==> config.mk <==
export PLATFORM = sky130hd
export DESIGN_NAME = ubs_ctrl
export DESIGN_NICKNAME = d
export VERILOG_FILES = /design/src/rtl/assert_macros.svh /design/src/rtl/ubs_pkg.sv /design/src/rtl/ubs_ctrl.sv
export SDC_FILE = /design/constraint.sdc
export NUM_CORES = 1
export LEC_CHECK = 0
export ABC_AREA = 1
export BUFFER_PORTS_ARGS = -buffer_cell sky130_fd_sc_hd__buf_2
export CAP_MARGIN = 5
export CORE_ASPECT_RATIO = 1.1
export CORE_MARGIN = 5
export CORE_UTILIZATION = 30
export DETAILED_ROUTE_END_ITERATION = 16
export PLACE_DENSITY = 0.6
export SLEW_MARGIN = 30
export SYNTH_ARGS = -nofsm -noshare
export SYNTH_HDL_FRONTEND = slang
export SYNTH_SLANG_ARGS = --single-unit
==> constraint.sdc <==
create_clock -name clk -period 2.9 [get_ports clk]
set_input_delay 0.435 -clock clk [delete_from_list [all_inputs] [get_ports clk]]
set_output_delay 0.435 -clock clk [all_outputs]
set_load 0.01 [all_outputs]
==> src/rtl/assert_macros.svh <==
// Assertion helpers for the back-substitution solver.
// Both sample on the rising edge of clk and are off while rst_n is low.
`ifndef ASSERT_MACROS_SVH
`define ASSERT_MACROS_SVH

// Same-cycle implication check.
`define CHK_NOW(lbl, ante, cons) \
    lbl: assert property (@(posedge clk) disable iff (!rst_n) (ante) |-> (cons)) \
        else $error("assertion failed");

// Next-cycle implication check.
`define CHK_NEXT(lbl, ante, cons) \
    lbl: assert property (@(posedge clk) disable iff (!rst_n) (ante) |=> (cons)) \
        else $error("assertion failed");

`endif

==> src/rtl/ubs_pkg.sv <==
// ----------------------------------------------------------------------------
// ubs_pkg
// Shared types and constants of the upper-triangular back-substitution solver.
// ----------------------------------------------------------------------------
`default_nettype none

package ubs_pkg;

    localparam int MAX_N     = 16;
    localparam int IDX_W     = 4;
    localparam int N_W       = 5;
    localparam int DATA_W    = 32;
    localparam int PIVOT_W   = 31;
    localparam int ADDR_W    = 2 * IDX_W;
    localparam int PROD_W    = 64;
    localparam int TERM_W    = 48;
    localparam int ACC_W     = 52;
    localparam int NUM_W     = 53;
    localparam int DVD_W     = 63;
    localparam int DIV_STEPS = 63;
    localparam int CNT_W     = 6;

    localparam logic [1:0] OP_COEF  = 2'd0;
    localparam logic [1:0] OP_RHS   = 2'd1;
    localparam logic [1:0] OP_SOLVE = 2'd2;
    localparam logic [1:0] OP_NOP   = 2'd3;

    localparam logic [1:0] ST_OK   = 2'd0;
    localparam logic [1:0] ST_SING = 2'd1;
    localparam logic [1:0] ST_SAT  = 2'd2;

    localparam logic CFG_SIZE  = 1'b0;
    localparam logic CFG_PIVOT = 1'b1;

    localparam logic [N_W-1:0]    SIZE_RESET  = 5'd16;
    localparam logic [PIVOT_W-1:0] PIVOT_RESET = 31'd1;
    localparam logic [DATA_W-1:0] SAT_POS     = 32'h7fff_ffff;
    localparam logic [DATA_W-1:0] SAT_NEG     = 32'h8000_0000;

    typedef struct packed {
        logic [1:0]              op;
        logic [IDX_W-1:0]        row;
        logic [IDX_W-1:0]        col;
        logic signed [DATA_W-1:0] value;
    } in_item_t;

    typedef struct packed {
        logic [IDX_W-1:0]        index;
        logic signed [DATA_W-1:0] solution;
        logic [1:0]              status;
        logic                    last;
    } out_item_t;

    typedef struct packed {
        logic             coef_we;
        logic             rhs_we;
        logic             acc_clr;
        logic             mul_load;
        logic             acc_add;
        logic             diag_load;
        logic             div_start;
        logic             div_step;
        logic             sol_we;
        logic             out_load;
        logic             out_sing;
        logic             out_last;
        logic [IDX_W-1:0] row;
        logic [IDX_W-1:0] col;
    } cmd_t;

    typedef struct packed {
        logic singular;
        logic out_full;
    } stat_t;

endpackage

`default_nettype wire

==> src/rtl/ubs_ctrl.sv <==
// ----------------------------------------------------------------------------
// ubs_ctrl
// Solve sequencer: row/column counters, divider step count, result emission.
// ----------------------------------------------------------------------------
`default_nettype none

module ubs_ctrl (
    input  wire logic                   clk,
    input  wire logic                   rst_n,
    input  wire logic                   in_valid,
    output logic                        in_ready,
    input  wire ubs_pkg::in_item_t      in_item,
    input  wire logic                   cfg_we,
    input  wire logic                   cfg_index,
    input  wire logic [ubs_pkg::N_W-1:0] cfg_size,
    output ubs_pkg::cmd_t               cmd,
    input  wire ubs_pkg::stat_t         stat
);

    typedef enum logic [10:0] {
        S_IDLE    = 11'b000_0000_0001,
        S_MAC_RD  = 11'b000_0000_0010,
        S_MAC_MUL = 11'b000_0000_0100,
        S_MAC_ACC = 11'b000_0000_1000,
        S_DG_RD   = 11'b000_0001_0000,
        S_DG_LAT  = 11'b000_0010_0000,
        S_DG_DEC  = 11'b000_0100_0000,
        S_DIV     = 11'b000_1000_0000,
        S_SOL_WR  = 11'b001_0000_0000,
        S_SING    = 11'b010_0000_0000,
        S_EMIT    = 11'b100_0000_0000
    } state_t;

    state_t                        state_reg, state_next;
    logic [ubs_pkg::N_W-1:0]       size_reg;
    logic [ubs_pkg::N_W-1:0]       n_reg, n_next;
    logic [ubs_pkg::IDX_W-1:0]     i_reg, i_next;
    logic [ubs_pkg::N_W-1:0]       j_reg, j_next;
    logic [ubs_pkg::CNT_W-1:0]     cnt_reg, cnt_next;
    logic [ubs_pkg::N_W-1:0]       n_eff;
    logic                          accept;
    logic                          row_last;

    // Clamp the configured size to 1..MAX_N.
    always_comb
    begin
        if (size_reg == '0)
        begin
            n_eff = ubs_pkg::N_W'(1);
        end
        else if (size_reg > ubs_pkg::N_W'(ubs_pkg::MAX_N))
        begin
            n_eff = ubs_pkg::N_W'(ubs_pkg::MAX_N);
        end
        else
        begin
            n_eff = size_reg;
        end
    end

    assign in_ready = (state_reg == S_IDLE);
    assign accept   = in_valid && in_ready;
    assign row_last = ({1'b0, i_reg} == (n_reg - ubs_pkg::N_W'(1)));

    always_ff @(posedge clk or negedge rst_n)
    begin
        if (!rst_n)
        begin
            size_reg <= ubs_pkg::SIZE_RESET;
        end
        else if (cfg_we && cfg_index == ubs_pkg::CFG_SIZE)
        begin
            size_reg <= cfg_size;
        end
    end

    always_comb
    begin
        state_next = state_reg;
        n_next     = n_reg;
        i_next     = i_reg;
        j_next     = j_reg;
        cnt_next   = cnt_reg;
        cmd        = '0;
        cmd.row    = i_reg;
        cmd.col    = j_reg[ubs_pkg::IDX_W-1:0];

        unique case (state_reg)
            S_IDLE:
            begin
                if (accept)
                begin
                    cmd.coef_we = (in_item.op == ubs_pkg::OP_COEF);
                    cmd.rhs_we  = (in_item.op == ubs_pkg::OP_RHS);
                    if (in_item.op == ubs_pkg::OP_SOLVE)
                    begin
                        n_next      = n_eff;
                        i_next      = ubs_pkg::IDX_W'(n_eff - ubs_pkg::N_W'(1));
                        j_next      = n_eff;
                        cmd.acc_clr = 1'b1;
                        state_next  = S_DG_RD;
                    end
                end
            end
            S_MAC_RD:
            begin
                state_next = S_MAC_MUL;
            end
            S_MAC_MUL:
            begin
                cmd.mul_load = 1'b1;
                state_next   = S_MAC_ACC;
            end
            S_MAC_ACC:
            begin
                cmd.acc_add = 1'b1;
                j_next      = j_reg + ubs_pkg::N_W'(1);
                if ((j_reg + ubs_pkg::N_W'(1)) == n_reg)
                begin
                    state_next = S_DG_RD;
                end
                else
                begin
                    state_next = S_MAC_RD;
                end
            end
            S_DG_RD:
            begin
                cmd.col    = i_reg;
                state_next = S_DG_LAT;
            end
            S_DG_LAT:
            begin
                cmd.col       = i_reg;
                cmd.diag_load = 1'b1;
                state_next    = S_DG_DEC;
            end
            S_DG_DEC:
            begin
                if (stat.singular)
                begin
                    state_next = S_SING;
                end
                else
                begin
                    cmd.div_start = 1'b1;
                    cnt_next      = '0;
                    state_next    = S_DIV;
                end
            end
            S_DIV:
            begin
                cmd.div_step = 1'b1;
                cnt_next     = cnt_reg + ubs_pkg::CNT_W'(1);
                if (cnt_reg == ubs_pkg::CNT_W'(ubs_pkg::DIV_STEPS - 1))
                begin
                    state_next = S_SOL_WR;
                end
            end
            S_SOL_WR:
            begin
                cmd.sol_we = 1'b1;
                if (i_reg == '0)
                begin
                    state_next = S_EMIT;
                end
                else
                begin
                    // Next row up; its first term is the row just solved.
                    i_next      = i_reg - ubs_pkg::IDX_W'(1);
                    j_next      = {1'b0, i_reg};
                    cmd.acc_clr = 1'b1;
                    state_next  = S_MAC_RD;
                end
            end
            S_SING:
            begin
                if (!stat.out_full)
                begin
                    cmd.out_load = 1'b1;
                    cmd.out_sing = 1'b1;
                    cmd.out_last = 1'b1;
                    state_next   = S_IDLE;
                end
            end
            S_EMIT:
            begin
                cmd.col = i_reg;
                if (!stat.out_full)
                begin
                    cmd.out_load = 1'b1;
                    cmd.out_last = row_last;
                    if (row_last)
                    begin
                        state_next = S_IDLE;
                    end
                    else
                    begin
                        i_next = i_reg + ubs_pkg::IDX_W'(1);
                    end
                end
            end
            default:
            begin
                state_next = S_IDLE;
            end
        endcase
    end

    always_ff @(posedge clk or negedge rst_n)
    begin
        if (!rst_n)
        begin
            state_reg <= S_IDLE;
            n_reg     <= ubs_pkg::SIZE_RESET;
            i_reg     <= '0;
            j_reg     <= '0;
            cnt_reg   <= '0;
        end
        else
        begin
            state_reg <= state_next;
            n_reg     <= n_next;
            i_reg     <= i_next;
            j_reg     <= j_next;
            cnt_reg   <= cnt_next;
        end
    end

endmodule

`default_nettype wire

Word level (Yosys, flattened, before mapping)
Index checks and enable logic that the tools add are counted.
- output and inout bits: 21
- input bits: 54
- word-level logic and storage cells: 96
- bits in registers: 36
- bitwise operators: 1
- reductions and logical operators: 14
- muxes and demuxes: 43
- magnitude comparators: 1
- eq/ne operators: 25
- $add $sub $neg: 6
- operators with widths (cell ; count):
    case mux 11 bit (11 select lines) ; 1
    2-to-1 mux 11 bit ; 7
    2-to-1 mux 5 bit ; 6
    2-to-1 mux 4 bit ; 6
    case mux 5 bit (3 select lines) ; 1
    != test 2 bit (second input constant) ; 7
    2-to-1 mux 1 bit ; 12
    case mux 4 bit (3 select lines) ; 1
    case mux 6 bit (2 select lines) ; 1
    AND reduction 6 bit ; 2
    equality test 11 x 1 -> 1 bit (second input constant) ; 1
    equality test 11 x 10 -> 1 bit (second input constant) ; 1
    equality test 11 bit (second input constant) ; 1
    equality test 11 x 2 -> 1 bit (second input constant) ; 1
    equality test 11 x 3 -> 1 bit (second input constant) ; 1
    equality test 11 x 4 -> 1 bit (second input constant) ; 1
    equality test 11 x 5 -> 1 bit (second input constant) ; 1
    equality test 11 x 6 -> 1 bit (second input constant) ; 1
    equality test 11 x 7 -> 1 bit (second input constant) ; 1
    equality test 11 x 8 -> 1 bit (second input constant) ; 1
    equality test 11 x 9 -> 1 bit (second input constant) ; 1
    2-to-1 mux 10 bit ; 1
    subtractor 4 x 1 -> 4 bit (second input constant) ; 2
    adder 6 x 1 -> 6 bit (second input constant) ; 1
    other kinds (25) ; 31

Logic depth before layout (Yosys ltp)
- depth in word-level cells: 7
- depth in mapped cells: 16
- gate-level depth less buffers: 16

Worst setup path before layout
No wires, ideal clock.
- path kind: flip-flop to flip-flop
- start: reg state_reg[4]
- end: reg i_reg[3] (netlist name)
- setup time: 0.113 ns
- path buffers: 0
- path slack: 0.831 ns
- clock period less this slack: 2.069 ns
- data arrival time: 1.956 ns
- stages on the path, launching flop included: 16
- cell sequence: dfrtp_1 > nor2_1 > nand2_4 > clkinv_2 > nand2_2 > nor2_8 > inv_2 > ha_1 > a21oi_1 > nand2_1 > nand2_1 > nand2_1 > o21ai_0 > nand4_1 > nand2_1 > inv_1
- longest elaborated chain between the ends: 4
- RTL lines (item ; line ; RTL):
    start: declaration ; ubs_ctrl.sv:34 ; state_t state_reg, state_next;
    start signal: assignment ; ubs_ctrl.sv:222 ; state_reg <= state_next;
    equality test 11 x 1 -> 1 bit ; ubs_ctrl.sv:61, ubs_ctrl.sv:88 ;
    logical AND 1 bit ; ubs_ctrl.sv:62 ; assign accept = in_valid && in_ready;
    != test 2 x 1 -> 1 bit (no source line) ; -- ;
    AND reduction 6 bit (no source line) ; -- ;
    end signal: assignment ; ubs_ctrl.sv:224 ; i_reg <= i_next;
    end: declaration ; ubs_ctrl.sv:37 ; logic [ubs_pkg::IDX_W-1:0] i_reg, i_next;
Several ways; a longest one is shown, not always the timed one.
A chain may end at the register's enable or synchronous reset.

==> metrics.md <==
| Metric | Value |
|---|---|
| Std cell rows | `36` |
| Final setup skew | `0.006092 ns` |
| Run status | `finished clean` |
| Worst endpoint required time | `2.47 ns` |
| Cell area after layout | `3136 sq um` |
| Die span in x | `100.9 microns` |
| Crit path kind | `reg -> out` |
| Antenna violations before repair | `0` |
| Last weighted congestion value of the routability-driven placer | `around 0.88` |
| Port bufs | `34` |
| Clock tree root buffer cell | `sky130_fd_sc_hd__clkbuf_8` |
| Post-route fraction of the period consumed by the critical path | `0.8582` |
| CTS Hold Bufs | `0` |
| Worst min path class | `in -> async` |
| Maximum number of pins on one net before global-route repair | `37` |
| Average wire per cell in the routed design | `12.06 microns` |
| Static leakage | `about 1.7 nW` |
| Total number of H-tree levels | `2` |
| Setup TNS | `0 ns` |
| Yosys synthesis warning count | `0` |
| Number of antenna cells inserted | `0` |
| Post-CTS Setup Repair Bufs | `0` |
| Placeable core region | `8874 sq um` |
| Final setup slack of the worst path | `0.4111 ns` |
| Power Density | `866.2 nW/um^2` |
| GRT Util Overall | `0.1230` |
| Via count of the first global-routing pass | `about 2.4k` |
| Via count normalized by instance count | `4.571` |
| Final Routed Wirelength | `6.358 mm` |
| Drt first pass iters | `4` |
| Average size of a mapped cell | `7.322 sq um` |
| Die height | `109.9 microns` |
| Leading cell type in the layout, fill and taps excluded | `sky130_fd_sc_hd__nand2_1` |
| Clock insertion delay at the later pin of the skew report | `slightly below 0.3 ns` |
| Share of cells above drive strength 1 | `0.2397` |
| First-pass GRT wire length | `11.03 mm` |
| Peak clock frequency supported by timing | `0.4018 GHz` |
| Internal power contribution | `0.001407 W` |
| Instance area at placement | `between 3000 and 4000 sq um` |
| Starting density of the core | `0.3070` |
| Fin nets | `474` |
| Number of setup violations in the final report | `0` |
| Gates resized, CTS repair | `0` |
| Commonest cells after routing, fill and taps aside | `91 x sky130_fd_sc_hd__nand2_1, 48 x sky130_fd_sc_hd__inv_1, 40 x sky130_fd_sc_hd__nor2_1` |
| Detailed-route DRC error count | `0` |
| Area of the die | `approximately 11,000 sq um` |
| Global routing usage on met1 | `0.1498` |
| Share of the synthesized area in the top cell type | `0.3032` |
| Number of buffers added by the clock tree synthesis step | `5` |
| Number of library cell types mapped by synthesis | `35` |
| Post-Syn Instances | `372` |
| Leftover overflow at the end of global routing | `0` |
| Fraction of power consumed by sequential logic | `0.308` |
| Final ANT Viol Nets | `0` |
| Slew margin rel. | `0.7297` |
| Part of the total power dissipated in the clock network | `0.138` |
| Number of nets produced by synthesis | `434` |
| Main area contributors after synthesis | `sky130_fd_sc_hd__dfrtp_1 30%, sky130_fd_sc_hd__nand2_1 13%, sky130_fd_sc_hd__inv_1 6.6%, sky130_fd_sc_hd__nor2_1 5.5%, sky130_fd_sc_hd__nand3_1 4.8%` |
| Leading area contributor after synthesis | `sky130_fd_sc_hd__dfrtp_1` |
| Total power draw | `0.002716 W` |
| CTS tree | `built` |
| Area added between synthesis and finish | `15.11%` |
| Detailed-placement wirelength estimate | `5.067 mm` |
| Routed vias | `2,409` |
| Net switching share of the total power | `0.4821` |
| RSZ-0062 raised after global routing | `no` |
| Routing usage on met2 | `0.2164` |
| Top-Level Pins | `75` |
| Clock transition at the register clock pins on the worst setup and hold paths after CTS | `0.07 ns` |
| Total placed cells including tap cells | `518` |
| Number of storage elements in the synthesis netlist | `36` |
| Type of element launching the critical path | `flop` |
| TritonCTS sink count | `36` |
| Arrival time at the worst endpoint | `approximately 2.1 ns` |
| Capturing element type of the critical path | `output pin` |
| Pre-CTS setup slack | `between 0.5 and 0.6 ns` |
| Critical-path maximum fanout | `8` |
| Combinational share of power | `0.553` |
| Synthesized area | `2724 sq um` |
| Max Buffers Root-to-Sink | `2` |
| Worst ir drop on vdd | `0.4026 mV` |
| Violation count after the first detailed-route iteration | `a little over 80` |
| Transition time at the pin with the least slew margin | `a little over 0.4 ns` |
| Final-report hold violation count | `0` |
| Final std cells w/o fill | `527` |
| Max-slew violation total from the final report | `0` |
| Min Tclk post-route | `~2.5 ns` |
| Power spent charging and discharging nets | `0.001310 W` |
| Sequential-to-total area share from yosys stat | `0.3321` |
| Maximum Capacitance Violations | `0` |
| Max reg flops | `11` |
| Most Crowded Layer GR | `met2` |
| Met3 demand-to-capacity share in global routing | `0.02855` |
==> critical path: stages, from the launching register on <==
cell and delay [ns]:
sky130_fd_sc_hd__dfstp_2 0.57, sky130_fd_sc_hd__nor2_2 0.06, sky130_fd_sc_hd__nand2_4 0.12, sky130_fd_sc_hd__inv_2 0.07, sky130_fd_sc_hd__nand2_2 0.11, sky130_fd_sc_hd__nor2_8 0.05
sky130_fd_sc_hd__inv_2 0.11, sky130_fd_sc_hd__and2_1 0.35, sky130_fd_sc_hd__nand2_1 0.12, sky130_fd_sc_hd__o21ai_2 0.07, sky130_fd_sc_hd__buf_2 0.14
==> kinds of logic after synthesis <==
family / share of synthesized area
mux: 0.008268
compound gates: 0.1130
fa+ha+maj: 0.03950
xor+xnor: 0.02572
buf+inv: 0.08957
flops: 0.3321
simple gates: 0.3918
==> power by group through the flow <==
stage / clock (W) / sequential, W / combinational (W)
after CTS: 0.000389 / 0.000835 / 0.00151
final: 0.000376 / 0.000838 / 0.00150
after global placement: 0 / 0.000837 / 0.00149
after global routing: 0.000411 / 0.000868 / 0.00169
after detailed placement: 0 / 0.000844 / 0.00151
after floorplan: 0 / 0.000807 / 0.00120
==> final cells by class <==
class,count,area (sq um)
clock inverter,1,7.507
clock buffer,7,86.33
inverter,58,221.5
multi-input combinational,276,1575
sequential,36,904.6
tap,114,142.6
fill,933,5738
timing repair buffer,35,197.7
==> stage by stage <==
stage | hold WS [ns] | util
6_report | 0.06720 | 0.3534
5_1_grt | 0.09599 | 0.3534
4_1_cts | 0.2730 | 0.3503
3_5_place_dp | 0.4807 | 0.3397
3_3_place_gp | 0.4777 | 0.3397
2_1_floorplan | 0.1394 | -
==> cell usage after synthesis (all sizes together) <==
library cell,n
nand2,104
inv,57
nor2,52
dfrtp,33
nand3,30
o21ai,26
a21oi,18
nor3,10
ha,7
o22ai,6
nand4,4
xnor2,4
xor2,4
dfstp,3
nor4,3
buf,2
mux2,2
nand3b,2
and2,1
and3,1
clkinv,1
fa,1
o221ai,1
==> per-layer routing <==
metal,wire (microns),vias to the layer above,share of wire
met5,0,-,0
met4,51,0,0.0080
met3,280,6,0.044
met2,3155,38,0.50
met1,2871,1094,0.45
li1,-,1271,-
==> worst paths after layout <==
path	startpoint	end	slack (ns)	depth (start not counted)
hold / removal	rst_n	state_reg[3]	0.07	1
hold reg to reg	state_reg[5]	state_reg[5]	0.48	1
setup / recovery	state_reg[0]	cmd[1]	0.41	10
max in group asynchronous	rst_n	n_reg[4]	2.31	2
min in group clk	cfg_size[4]	size_reg[4]	0.37	3
setup reg to reg	state_reg[4]	i_reg[3]	0.60	15
Power figures use the tool's default switching activity.
